`src/esss_pkg.sv`:
```
// Package for the escape sequence symbol splitter: character codes,
// escape tracking state encoding and character class functions.
// No dependencies.
`default_nettype none

package esss_pkg;

    localparam int unsigned CH_W  = 16;
    localparam int unsigned LEN_W = 3;

    localparam logic [CH_W-1:0]  BACKSLASH   = 16'h005C;
    localparam logic [CH_W-1:0]  OCT_LO      = 16'h0030;
    localparam logic [CH_W-1:0]  OCT_HI      = 16'h0037;
    localparam logic [LEN_W-1:0] OCT_MAX_LEN = 3'd4;
    localparam logic [LEN_W-1:0] LEN_SAT     = 3'd7;

    // Escape tracking state, one-hot
    typedef enum logic [3:0] {
        ESC_OUTSIDE  = 4'b0001,
        ESC_AFTER_BS = 4'b0010,
        ESC_OCTAL    = 4'b0100,
        ESC_HEX      = 4'b1000
    } t_esc_mode;

    function automatic logic is_digit(input logic [CH_W-1:0] c);
        return (c >= 16'h0030) && (c <= 16'h0039);
    endfunction

    function automatic logic is_hex_char(input logic [CH_W-1:0] c);
        return is_digit(c) ||
               ((c >= 16'h0061) && (c <= 16'h0066)) ||
               ((c >= 16'h0041) && (c <= 16'h0046));
    endfunction

    // ' " ? \ a b f n r t v
    function automatic logic is_simple_esc(input logic [CH_W-1:0] c);
        return (c == 16'h0027) || (c == 16'h0022) || (c == 16'h003F) ||
               (c == BACKSLASH)  || (c == 16'h0061) || (c == 16'h0062) ||
               (c == 16'h0066) || (c == 16'h006E) || (c == 16'h0072) ||
               (c == 16'h0074) || (c == 16'h0076);
    endfunction

    // x u U
    function automatic logic is_hex_opener(input logic [CH_W-1:0] c);
        return (c == 16'h0078) || (c == 16'h0075) || (c == 16'h0055);
    endfunction

    function automatic logic [LEN_W-1:0] bump(input logic [LEN_W-1:0] len);
        return (len < LEN_SAT) ? len + 3'd1 : len;
    endfunction

endpackage

`default_nettype wire

```
`src/escape_sequence_symbol_splitter.sv`:
```
// Top level of the escape sequence symbol splitter: stream in, stream out.
// Depends on esss_pkg.
`default_nettype none

// Marks the first character of every symbol in a C string literal body,
// one 16-bit character per transaction; a symbol is a plain character or
// a whole escape sequence. Each input transaction gives exactly one output
// transaction. A new character is taken every cycle unless the skid is full:
// the escape state is updated in the cycle of acceptance, the result sits in
// an output register, and a one-entry skid register keeps s_axis_tready high
// for one more transaction while the output is stalled. s_axis_tlast ends
// any open escape, so the character after it always starts a new symbol.
module escape_sequence_symbol_splitter (
    input  wire logic                    i_clk,
    input  wire logic                    i_rst_n,
    input  wire logic                    s_axis_tvalid,
    output logic                         s_axis_tready,
    input  wire logic [esss_pkg::CH_W-1:0] s_axis_tdata,  // [15:0] ch
    input  wire logic                    s_axis_tlast,    // last
    output logic                         m_axis_tvalid,
    input  wire logic                    m_axis_tready,
    output logic [esss_pkg::CH_W-1:0]    m_axis_tdata,    // [15:0] ch_out
    output logic                         m_axis_tuser,    // starts_symbol
    output logic                         m_axis_tlast     // last_out
);
    import esss_pkg::*;

    typedef struct packed {
        logic [CH_W-1:0] ch;
        logic            starts;
        logic            last;
    } t_result;

    t_esc_mode        r_mode, n_mode;
    logic [LEN_W-1:0] r_len, n_len;
    logic             n_starts;

    t_result r_out, r_skid, n_res;
    logic    r_out_valid, r_skid_valid;

    logic in_fire, out_fire;

    assign s_axis_tready = !r_skid_valid;
    assign in_fire       = s_axis_tvalid && s_axis_tready;
    assign out_fire      = r_out_valid && m_axis_tready;

    always_comb begin
        logic [CH_W-1:0] c;
        logic            open_new;
        c        = s_axis_tdata;
        open_new = 1'b0;
        n_mode   = r_mode;
        n_len    = r_len;
        case (r_mode)
            ESC_AFTER_BS: begin
                if (is_digit(c)) begin
                    n_mode = ESC_OCTAL;
                    n_len  = bump(r_len);
                end else if (is_simple_esc(c)) begin
                    n_mode = ESC_OUTSIDE;
                    n_len  = '0;
                end else if (is_hex_opener(c)) begin
                    n_mode = ESC_HEX;
                    n_len  = bump(r_len);
                end else begin
                    open_new = 1'b1;
                end
            end
            ESC_OCTAL: begin
                if (c >= OCT_LO && c <= OCT_HI && r_len < OCT_MAX_LEN) begin
                    n_len = bump(r_len);
                end else begin
                    open_new = 1'b1;
                end
            end
            ESC_HEX: begin
                if (is_hex_char(c)) begin
                    n_len = bump(r_len);
                end else begin
                    open_new = 1'b1;
                end
            end
            default: begin
                open_new = 1'b1;
            end
        endcase
        if (open_new) begin
            if (c == BACKSLASH) begin
                n_mode = ESC_AFTER_BS;
                n_len  = 3'd1;
            end else begin
                n_mode = ESC_OUTSIDE;
                n_len  = '0;
            end
        end
        if (s_axis_tlast) begin
            n_mode = ESC_OUTSIDE;
            n_len  = '0;
        end
        n_starts = open_new;
        n_res    = '{ch: c, starts: n_starts, last: s_axis_tlast};
    end

    always_ff @(posedge i_clk) begin
        if (!i_rst_n) begin
            r_mode <= ESC_OUTSIDE;
            r_len  <= '0;
        end else if (in_fire) begin
            r_mode <= n_mode;
            r_len  <= n_len;
        end
    end

    // Output register with skid entry
    always_ff @(posedge i_clk) begin
        if (!i_rst_n) begin
            r_out_valid  <= 1'b0;
            r_skid_valid <= 1'b0;
        end else if (!r_out_valid || out_fire) begin
            if (r_skid_valid) begin
                r_out_valid  <= 1'b1;
                r_skid_valid <= 1'b0;
            end else begin
                r_out_valid  <= in_fire;
            end
        end else if (in_fire) begin
            r_skid_valid <= 1'b1;
        end
    end

    always_ff @(posedge i_clk) begin
        if (!r_out_valid || out_fire) begin
            if (r_skid_valid) begin
                r_out <= r_skid;
            end else if (in_fire) begin
                r_out <= n_res;
            end
        end else if (in_fire) begin
            r_skid <= n_res;
        end
    end

    assign m_axis_tvalid = r_out_valid;
    assign m_axis_tdata  = r_out.ch;
    assign m_axis_tuser  = r_out.starts;
    assign m_axis_tlast  = r_out.last;

`ifndef ASSERT_OFF
    a_skid_needs_out: assert property (@(posedge i_clk) disable iff (!i_rst_n)
        r_skid_valid |-> r_out_valid)
        else $error("skid entry held while output register empty");

    a_outside_len: assert property (@(posedge i_clk) disable iff (!i_rst_n)
        (r_mode == ESC_OUTSIDE) |-> (r_len == '0))
        else $error("length nonzero outside an escape");

    a_after_bs_len: assert property (@(posedge i_clk) disable iff (!i_rst_n)
        (r_mode == ESC_AFTER_BS) |-> (r_len == 3'd1))
        else $error("length wrong just after backslash");

    a_octal_len: assert property (@(posedge i_clk) disable iff (!i_rst_n)
        (r_mode == ESC_OCTAL) |-> (r_len >= 3'd2 && r_len <= OCT_MAX_LEN))
        else $error("octal run length out of range");

    a_last_clears: assert property (@(posedge i_clk) disable iff (!i_rst_n)
        (in_fire && s_axis_tlast) |=> (r_mode == ESC_OUTSIDE))
        else $error("escape state not cleared after last");
`endif

endmodule

`default_nettype wire
```
`config.mk`:
```
export PLATFORM = sky130hd
export DESIGN_NAME = escape_sequence_symbol_splitter
export DESIGN_NICKNAME = d
export VERILOG_FILES = /design/src/esss_pkg.sv /design/src/escape_sequence_symbol_splitter.sv
export SDC_FILE = /design/constraint.sdc
export NUM_CORES = 1
export LEC_CHECK = 0
export BUFFER_PORTS_ARGS = -buffer_cell sky130_fd_sc_hd__clkbuf_2
export CAP_MARGIN = 20
export CORE_ASPECT_RATIO = 1.4
export CORE_MARGIN = 2
export CORE_UTILIZATION = 30
export DETAILED_ROUTE_END_ITERATION = 16
export GPL_TIMING_DRIVEN = 0
export PLACE_DENSITY = 0.48
export SYNTH_ARGS = -nofsm -noshare
export SYNTH_HDL_FRONTEND = slang
export SYNTH_SLANG_ARGS = --single-unit
```
`constraint.sdc`:
```
create_clock -name i_clk -period 4.8 [get_ports i_clk]
set_input_delay 0.72 -clock i_clk [delete_from_list [all_inputs] [get_ports i_clk]]
set_output_delay 0.72 -clock i_clk [all_outputs]
set_load 0.02 [all_outputs]
```
======== Yosys cells after proc, flatten, opt, wreduce, memory -nomap -nowiden ========
Index checks and enable logic that the tools add are counted.
storage, ports and cells
  flip-flop bits (word level) ............. 45
  input port bits ......................... 21
  output and inout port bits .............. 20
operators by class
  $add $sub $neg .......................... 1
  order comparisons ....................... 9
  equal/unequal tests ..................... 20
  mux-type cells .......................... 26
  bitwise logic cells ..................... 2
  reduce and logical (&&, ||, !) cells .... 33
operator list
  kind                 number
  $eq 16x7->1 const B  11
  $eq 16x6->1 const B  3
  $mux 18              2
  $ge 16x7->1 const B  2
  $le 16x6->1 const B  2
  $le 16x7->1 const B  2
  $mux 3               8
  $mux 4               6
  $ge 16x6->1 const B  1
  $logic_or 1x1->1     15
  $reduce_bool 5->1    2
  $pmux 3 s3           1
  $ne 4x4->1 const B   2
  $logic_and 1x1->1    7
  $mux 1               7
  $lt 3x3->1 const B   2
  $ne 6x6->1 const B   1
  $reduce_and 5->1     1
  $eq 4x2->1 const B   1
  $eq 4x3->1 const B   1
  $eq 4x4->1 const B   1
  $reduce_and 2->1     2
  $add 3x1->3 const B  1
  $pmux 1 s3           1
  7 further kinds      9

======== Depth between registers and ports, before layout ========
Gate-level depths: netlist (run 1).
  depth in word-level cells ............... 16
  mapped depth ............................ 8
  gate-level depth less buffers ........... 7

======== Worst setup path before layout (run 1) ========
OpenSTA, ideal clock, no wires.
  path kind ............................... input port to flip-flop
  start ................................... input port s_axis_tdata[12] in the netlist's numbering
  end ..................................... register r_mode[0]
  setup time .............................. 0.122 ns
  arrival ................................. 2.502 ns
  required time ........................... 4.678 ns
  slack ................................... 2.175 ns
  cell stages on the path ................. 6
  buffers on the path ..................... 0
  cell sequence ........................... or4_4 -> nand4bb_4 -> and4b_4 -> a311o_1 -> a211o_1 -> a2bb2oi_1
on the way
  longest elaborated chain between the ends .. 16
  elaborated cells between the ends (all ways) .. 55
  classes of those cells .................. 7 x order compare; 14 x eq/ne; 12 x mux; 22 x reduce/logical
ends and longest elaborated chain
  item                                                  RTL line                                text
  start: declaration                                    escape_sequence_symbol_splitter.sv:18   input wire logic [esss_pkg::CH_W-1:0] s_axis_tdata,
  $eq 16x6->1                                           esss_pkg.sv:37                          return (c == 16'h0027) || (c == 16'h0022) || (c == 16'h003F) ||
  $logic_or 1x1->1 (3 in a row)                         esss_pkg.sv:37
  $logic_or 1x1->1 (3 in a row)                         esss_pkg.sv:38                          (c == BACKSLASH) || (c == 16'h0061) || (c == 16'h0062) ||
  $logic_or 1x1->1 (3 in a row)                         esss_pkg.sv:39                          (c == 16'h0066) || (c == 16'h006E) || (c == 16'h0072) ||
  $logic_or 1x1->1                                      esss_pkg.sv:40                          (c == 16'h0074) || (c == 16'h0076);
  $mux 1 or $mux 4 (tied branches)                      escape_sequence_symbol_splitter.sv:59   end else if (is_simple_esc(c)) begin
  $mux 1 or $mux 4 (tied branches)                      escape_sequence_symbol_splitter.sv:56   if (is_digit(c)) begin
  $pmux 1 s3 or $mux 4 (tied branches)                  escape_sequence_symbol_splitter.sv:54   case (r_mode)
  $reduce_bool 5->1 (no line) (tied with other cells)   n/a
  $reduce_and 3->1 (no line) or $mux 4 (tied branches)  n/a
  end signal: assignment                                escape_sequence_symbol_splitter.sv:109  r_mode <= n_mode;
  end: declaration                                      escape_sequence_symbol_splitter.sv:34   t_esc_mode r_mode, n_mode;
Several ways; a longest one is shown, not always the timed one. The select of a mux whose other input is x is not followed.
A chain may end at the register's enable or synchronous reset.

======== Final worst setup path (run 1) ========
  start ................................... input port s_axis_tdata[0] in the netlist's numbering
  end ..................................... register r_mode[0]
Same word-level chain as after synthesis.

==> flow_metrics.py, run 1 <==
metrics = {
    "final_layout": {
        "nets": 243,
        "num_antenna_cells": 0,
        "syn2layout_area_growth_pct": 20.21,
        "layout-drive-gt1-share_pct": 35.14,
        "n_fill_cell": 695,
    },
    "global_routing": {
        "grt_max_degree": 17,
        "antenna_found_initial": 0,
        "grtUsageTotal_pct": 12.44,
        "grt_pass1_wl_um": 7555,
        "grt_overflow": 0,
        "grt_pass1_vias": 1488,
    },
    "detailed_routing": {
        "wl_per_cell_um": 14.56,
        "vias_per_cell": 4.893,
        "final_antenna_net_count": 0,
        "drt_wl_total_um": 4615,
        "drc": 0,
        "drt_pass1_iterations": 4,
        "vias": 1551,
        "drtIter0Drc": 79,
    },
    "critical_path": {
        "r2r-start": "r_mode[1]$_SDFFE_PN0P_",
        "cp.arrival_ns": 2.85,
        "cp_slowest_cell": "a2111oi_0",
        "worstReg2RegEnd": "r_mode[0]$_SDFFE_PN1P_",
        "rrSetupSlack_ns": 2.60,
        "critPathRequiredTime_ns": 4.97,
        "path_class": "primary input to flop",
        "startpoint_type": "primary input",
        "path_max_fanout": 9,
        "slowest_delay_ns": 0.48,
        "end_kind": "flop",
        "worstPathCellList": "clkbuf_2, clkbuf_1, nand2b_1, a2111oi_0, o2111ai_1, a311o_1, a211o_1, a2bb2oi_1",
        "rr_worst_depth": 6,
    },
    "floorplanning": {
        "die_area_um2": 7929,
        "row_count": 36,
        "num_io_pins": 41,
        "die_height_um": 104.6,
        "die_w_um": 75.83,
        "initial_core_util_pct": 31.04,
        "core_um2": 6982,
    },
    "placed_design": {
        "place_ws_ns": 1.810,
        "io_buffers": 40,
        "globalplace.congestion": 0.7904,
        "dp_hpwl_um": 3475,
    },
    "clock_network": {
        "post_cts_buffers": 0,
        "ctsHoldBuffers": 0,
        "cts.sinks": 45,
        "cts_tree": "done",
        "clk_latency_ns": 0.30,
        "cts_root_buf": "clkbuf_8",
        "htreeDepth": 2,
        "cts_resized": 0,
        "clk_pin_slew_ns": 0.09,
        "cts.path.max_buffers": 2,
        "cts_buffers": 5,
    },
    "sta": {
        "timing.slew.headroom_pct": 44.28,
        "setup_slack_ns": 2.127,
        "final.setup_skew_ns": 0.009822,
        "max_freq_mhz": 374.1,
        "final-setup-viol-count": 0,
        "fin_crit_ns": 2.673,
        "setup_tns_ns": 0,
        "rsz0062_at_grt": "false",
        "finalCritPeriodShare_pct": 55.69,
        "tightestPinTransition_ns": 0.8241,
        "drv_slew": 0,
        "finalHoldViolCount": 0,
    },
    "logic_synthesis": {
        "synth_ff_type": "edfxtp_1",
        "synth_edf_count": 36,
        "ys_ff_latch": 45,
        "syn_area_per_cell_um2": 12.60,
        "synth_fp_nets": 194,
        "ys_types": 51,
        "netlist_instances": 172,
        "synthArstFlopShare_pct": 0,
        "seq_area_frac_synth_pct": 58.20,
        "synth_area_um2": 2167,
        "synth_warnings": 0,
    },
    "min_path": {
        "whs_path_depth": 2,
        "worstHoldEndpoint": "r_len[0]$_SDFFE_PN0P_",
        "hp-start": "r_len[0]$_SDFFE_PN0P_",
        "hold_path_class": "flop to flop",
    },
    "flow_run": {
        "maxCapViolations": 0,
    },
    "power": {
        "powerDensity_nw_per_um2": 289.2,
        "ir_drop_uv": 117.0,
        "p_leak_nw": 0.9130,
    },
    "status": {
        "status": "finished clean",
    },
}
==> cells in the mapped netlist (2+ instances only) <==
cell type | number | area share (%)
edfxtp_1 | 36 | 50
mux2_2 | 19 | 9.9
nand2_1 | 14 | 2.4
nor2_1 | 11 | 1.9
dfxtp_1 | 9 | 8.3
nor3_1 | 6 | 1.4
a21oi_1 | 4 | 0.92
a31oi_1 | 4 | 1.2
clkbuf_1 | 4 | 0.69
nand3b_1 | 4 | 1.4
nor2b_1 | 4 | 1.2
inv_1 | 3 | 0.52
nand2b_1 | 3 | 0.87
nand3_1 | 3 | 0.69
o21ai_0 | 3 | 0.69
o21ai_1 | 3 | 0.69
a21boi_0 | 2 | 0.69
a311oi_1 | 2 | 0.81
buf_2 | 2 | 0.46
nor4b_1 | 2 | 0.81
o2111ai_1 | 2 | 0.81
or4_4 | 2 | 1.0
xnor2_1 | 2 | 0.81
==> per-layer routing <==
metal	part of all wire (%)	GRT usage, %
met5	0	0
met4	1.7	4.511
met2	51	20.20
met1	44	16.08
met3	2.8	2.314
==> kinds of logic (layout without fill, tap and decap cells) <==
kind of cell | count (synthesis) | after routing | share of synthesized area (%)
xor gates and xnor gates | 3 | 3 | 1.213
adders and majority gates | 1 | 1 | 0.5773
muxes | 19 | 19 | 9.873
DFF | 45 | 45 | 58.20
buffers and inverters | 10 | 60 | 1.847
and+or+nand+nor | 62 | 62 | 17.84
AOI/OAI and AO/OA | 32 | 32 | 10.45
==> registers in the layout, summed over array words and instances (netlist names) <==
signal / flops
r_skid_valid: 1
m_axis_tlast: 1
m_axis_tdata: 16
r_mode: 4
r_len: 3
m_axis_tuser: 1
r_skid: 18
m_axis_tvalid: 1
==> stage by stage <==
stage / power [mW] / hold WS (ns) / cells / util [%] / instance area (µm²)
after floorplan: 0.4976 / 0.4725 / 172 / - / 2167
after global placement: 0.5322 / 0.5091 / 307 / 35.61 / 2486
after detailed placement: 0.5351 / 0.5149 / 309 / 36.11 / 2521
after CTS: 0.7651 / 0.5274 / 317 / 37.31 / 2605
after global routing: 0.7889 / 0.5479 / 317 / 37.31 / 2605
final: 0.7533 / 0.5280 / 317 / 37.31 / 2605
==> layout make-up <==
cell class | instances | area (µm²) | area share (%)
sequential | 45 | 1261 | 48.41
multi-input combinational | 117 | 870.8 | 33.43
timing repair buffer | 42 | 230.2 | 8.838
tap | 95 | 118.9 | 4.563
clock buffer | 7 | 76.32 | 2.930
buffer | 7 | 28.78 | 1.105
inverter | 3 | 11.26 | 0.4323
clock inverter | 1 | 7.507 | 0.2882
==> worst max-delay path, delay by kind of cell <==
kind	cells	cell delay (ns)
buf+inv	2	0.29
simple gates	1	0.19
compound gates	5	1.66
==> cell usage in the layout (no fill, tap or decap), types with 2 or more instances in the layout <==
| cell type | count |
|---|---|
| a21boi_0 | 2 |
| a21oi_1 | 4 |
| a311oi_1 | 2 |
| a31oi_1 | 4 |
| buf_2 | 2 |
| buf_8 | 2 |
| clkbuf_1 | 6 |
| clkbuf_2 | 40 |
| clkbuf_8 | 5 |
| dfxtp_1 | 9 |
| edfxtp_1 | 36 |
| inv_1 | 3 |
| mux2_2 | 19 |
| nand2_1 | 14 |
| nand2b_1 | 3 |
| nand3_1 | 3 |
| nand3b_1 | 4 |
| nor2_1 | 10 |
| nor2_2 | 2 |
| nor2b_1 | 3 |
| nor3_1 | 6 |
| nor4b_1 | 2 |
| o2111ai_1 | 2 |
| o21ai_0 | 3 |
| o21ai_1 | 3 |
| or4_4 | 2 |
| xnor2_1 | 2 |
==> worst max-delay path by stage <==
stage                      from                endpoint  slack, ns  cells after the start
2_1_floorplan  s_axis_tdata[12]  r_mode[0]$_SDFFE_PN1P_       2.18                      6
3_3_place_gp    s_axis_tdata[3]  m_axis_tuser$_DFFE_PP_       1.81                      8
3_5_place_dp    s_axis_tdata[0]  r_mode[0]$_SDFFE_PN1P_       1.81                      8
4_1_cts         s_axis_tdata[0]  r_mode[0]$_SDFFE_PN1P_       2.13                      8
5_1_grt         s_axis_tdata[3]  m_axis_tuser$_DFFE_PP_       1.93                      8
6_report        s_axis_tdata[0]  r_mode[0]$_SDFFE_PN1P_       2.13                      8
==> power by group <==
part / total, mW / internal, mW / switching (mW)
clock: 0.228 / 0.103 / 0.125
sequential: 0.441 / 0.437 / 0.00359
combinational: 0.0840 / 0.0316 / 0.0524
total: 0.753 / 0.572 / 0.181
(Power assumes the default switching activity.)
==> run 2, diff against run 1 <==
PLACE_DENSITY = 0.5   (was 0.48)
clock period = 2.3 ns   (was 4.8 ns; I/O delays follow)
==> run 2 against run 1 <==
Effect of this change:
- die area stayed put
- flip-flop and latch count did not move
- clock-buffer cell count unchanged
- register-to-register slack lost 2.5 ns
- via count increased by 1.1%
- wire length shrank 1.4%
- setup slack lost 2.1 ns
- clock power up 150%
- cell area grew 1.5%
- non-clock buffer count unchanged
- core utilization increased by 0.57 points
- sequential power grew 110%
- largest power group unchanged
==> flow_metrics.py, run 2 (synthesis gave the netlist of run 1 again) <==
metrics = {
    "status": {
        "status": "finished clean",
    },
    "detailed_routing": {
        "drtIter0Drc": 91,
        "met2_wirelength_um": 2423,
        "met3_length_um": 120,
        "drt_pass1_iterations": 4,
        "vias": 1568,
        "top_layer": "met4",
        "final_antenna_net_count": 0,
        "vias_per_cell": 4.946,
        "wl_per_cell_um": 14.35,
        "wl_met1_um": 1954,
        "drt_wl_total_um": 4550,
        "drc": 0,
    },
    "final_layout": {
        "seq_area_um2": 1264,
        "num_antenna_cells": 0,
        "n_fill_cell": 693,
        "layout_common_cells": "40 x clkbuf_2, 36 x edfxtp_1, 19 x mux2_2",
        "regMostFlops": "r_skid",
        "syn2layout_area_growth_pct": 22.06,
        "multi_input_area_um2": 885.9,
        "utilization_pct": 37.89,
        "layout-drive-gt1-share_pct": 37.39,
        "nets": 243,
        "largest_reg_flops": 18,
        "final_common_cell": "clkbuf_2",
    },
    "floorplanning": {
        "die_height_um": 104.6,
        "num_io_pins": 41,
        "die_area_um2": 7929,
        "die_w_um": 75.83,
        "row_count": 36,
        "core_um2": 6982,
        "initial_core_util_pct": 31.04,
    },
    "power": {
        "p_int_mw": 1.262,
        "clkPwrFrac_pct": 33.9,
        "switchingPower_uw": 397.3,
        "ir_drop_uv": 232.3,
        "p_sw_share_pct": 23.94,
        "pwr-share-comb_pct": 10.7,
        "p_leak_nw": 0.9312,
        "powerDensity_nw_per_um2": 627.4,
        "p_seq_share_pct": 55.4,
    },
    "sta": {
        "fin_crit_ns": 2.244,
        "finalCritPeriodShare_pct": 97.57,
        "setup_tns_ns": 0,
        "drv_slew": 0,
        "timing.slew.headroom_pct": 54.33,
        "finalHoldViolCount": 0,
        "rsz0062_at_grt": "false",
        "final.setup_skew_ns": 0.008487,
        "max_freq_mhz": 445.6,
        "tightestPinTransition_ns": 0.6756,
        "final-setup-viol-count": 0,
    },
    "critical_path": {
        "path_max_fanout": 4,
        "path_class": "primary input to flop",
        "critPathRequiredTime_ns": 2.49,
        "startpoint_type": "primary input",
        "cp.arrival_ns": 2.43,
        "end_kind": "flop",
    },
    "clock_network": {
        "clk_latency_ns": 0.30,
        "post_cts_buffers": 0,
        "cts.sinks": 45,
        "cts_tree": "done",
        "cts.path.max_buffers": 2,
        "clk_pin_slew_ns": 0.09,
        "cts_root_buf": "clkbuf_8",
        "htreeDepth": 2,
        "cts_buffers": 5,
    },
    "placed_design": {
        "globalplace.congestion": 0.7799,
        "dp_hpwl_um": 3326,
        "io_buffers": 40,
    },
    "global_routing": {
        "grt_overflow": 0,
        "grt_max_degree": 19,
        "grtUsageTotal_pct": 12.05,
        "grt_pass1_wl_um": 7300,
        "grt_pass1_vias": 1465,
        "antenna_found_initial": 0,
    },
    "flow_run": {
        "maxCapViolations": 0,
    },
    "min_path": {
        "hold_path_class": "primary input to flop",
    },
}
==> run 2: final cells by class <==
type                    instances  share of cell area, %
clock buffers                   7                  3.690
flip-flops and latches         45                  47.78
well taps                      95                  4.494
multi-input cells             117                  33.49
inverters                       3                 0.4257
clock inverters                 1                 0.3311
plain buffers                   7                  1.088
repair buffers                 42                  8.704
==> run 2: power by group through the flow <==
stage / Sequential (mW) / Clock [mW] / Combinational [mW]
finish: 0.919 / 0.563 / 0.177
global route: 0.923 / 0.610 / 0.194
CTS: 0.920 / 0.579 / 0.177
detailed placement: 0.939 / 0 / 0.176
global placement: 0.939 / 0 / 0.170
floorplan: 0.968 / 0 / 0.0705
==> run 2: worst max-delay path, stage by stage <==
cell and delay [ns]:
clkbuf_2 0.10, or4_4 0.58, nand4bb_4 0.27, and4b_4 0.22
a311o_1 0.42, a211o_1 0.35, a2bb2oi_1 0.15
==> run 2: timing repair <==
| action | 4_1_cts | 5_1_grt |
|---|---|---|
| cloned | 0 | 0 |
| resized for setup | 1 | 6 |
| pin swaps | 0 | 2 |
| setup endpoints to repair | 1 | 7 |
| hold buffers | 0 | 0 |
==> run 2: metal layers <==
| layer | up-vias | GRT usage [%] |
|---|---|---|
| li1 | 769 | - |
| met1 | 770 | 14.58 |
| met2 | 25 | 20.44 |
| met3 | 4 | 2.604 |
| met4 | 0 | 4.135 |
| met5 | - | 0 |
==> run 2: stage by stage <==
stage / power, mW / hold WS [ns] / setup WS [ns] / instances / instance area (µm²)
floorplan: 1.039 / 0.4439 / 0.05020 / 172 / 2167
detailed placement: 1.115 / 0.5146 / -0.3389 / 309 / 2521
CTS: 1.677 / 0.2208 / 0.05553 / 317 / 2628
global route: 1.727 / 0.2197 / 0.006531 / 317 / 2645
finish: 1.659 / 0.2293 / 0.05592 / 317 / 2645
global placement: 1.109 / 0.5083 / -0.4192 / 307 / 2486
==> run 2: path summary, 6_finish.rpt <==
path	start	slack (ns)	cells after the start	end
hold reg to reg	r_len[1]$_SDFFE_PN0P_	0.52	2	r_len[1]$_SDFFE_PN0P_
setup / recovery	s_axis_tdata[12]	0.06	7	r_mode[0]$_SDFFE_PN1P_
setup reg to reg	r_mode[1]$_SDFFE_PN0P_	0.14	6	r_mode[0]$_SDFFE_PN1P_
hold / removal	s_axis_tdata[2]	0.23	1	r_skid[4]$_DFFE_PP_
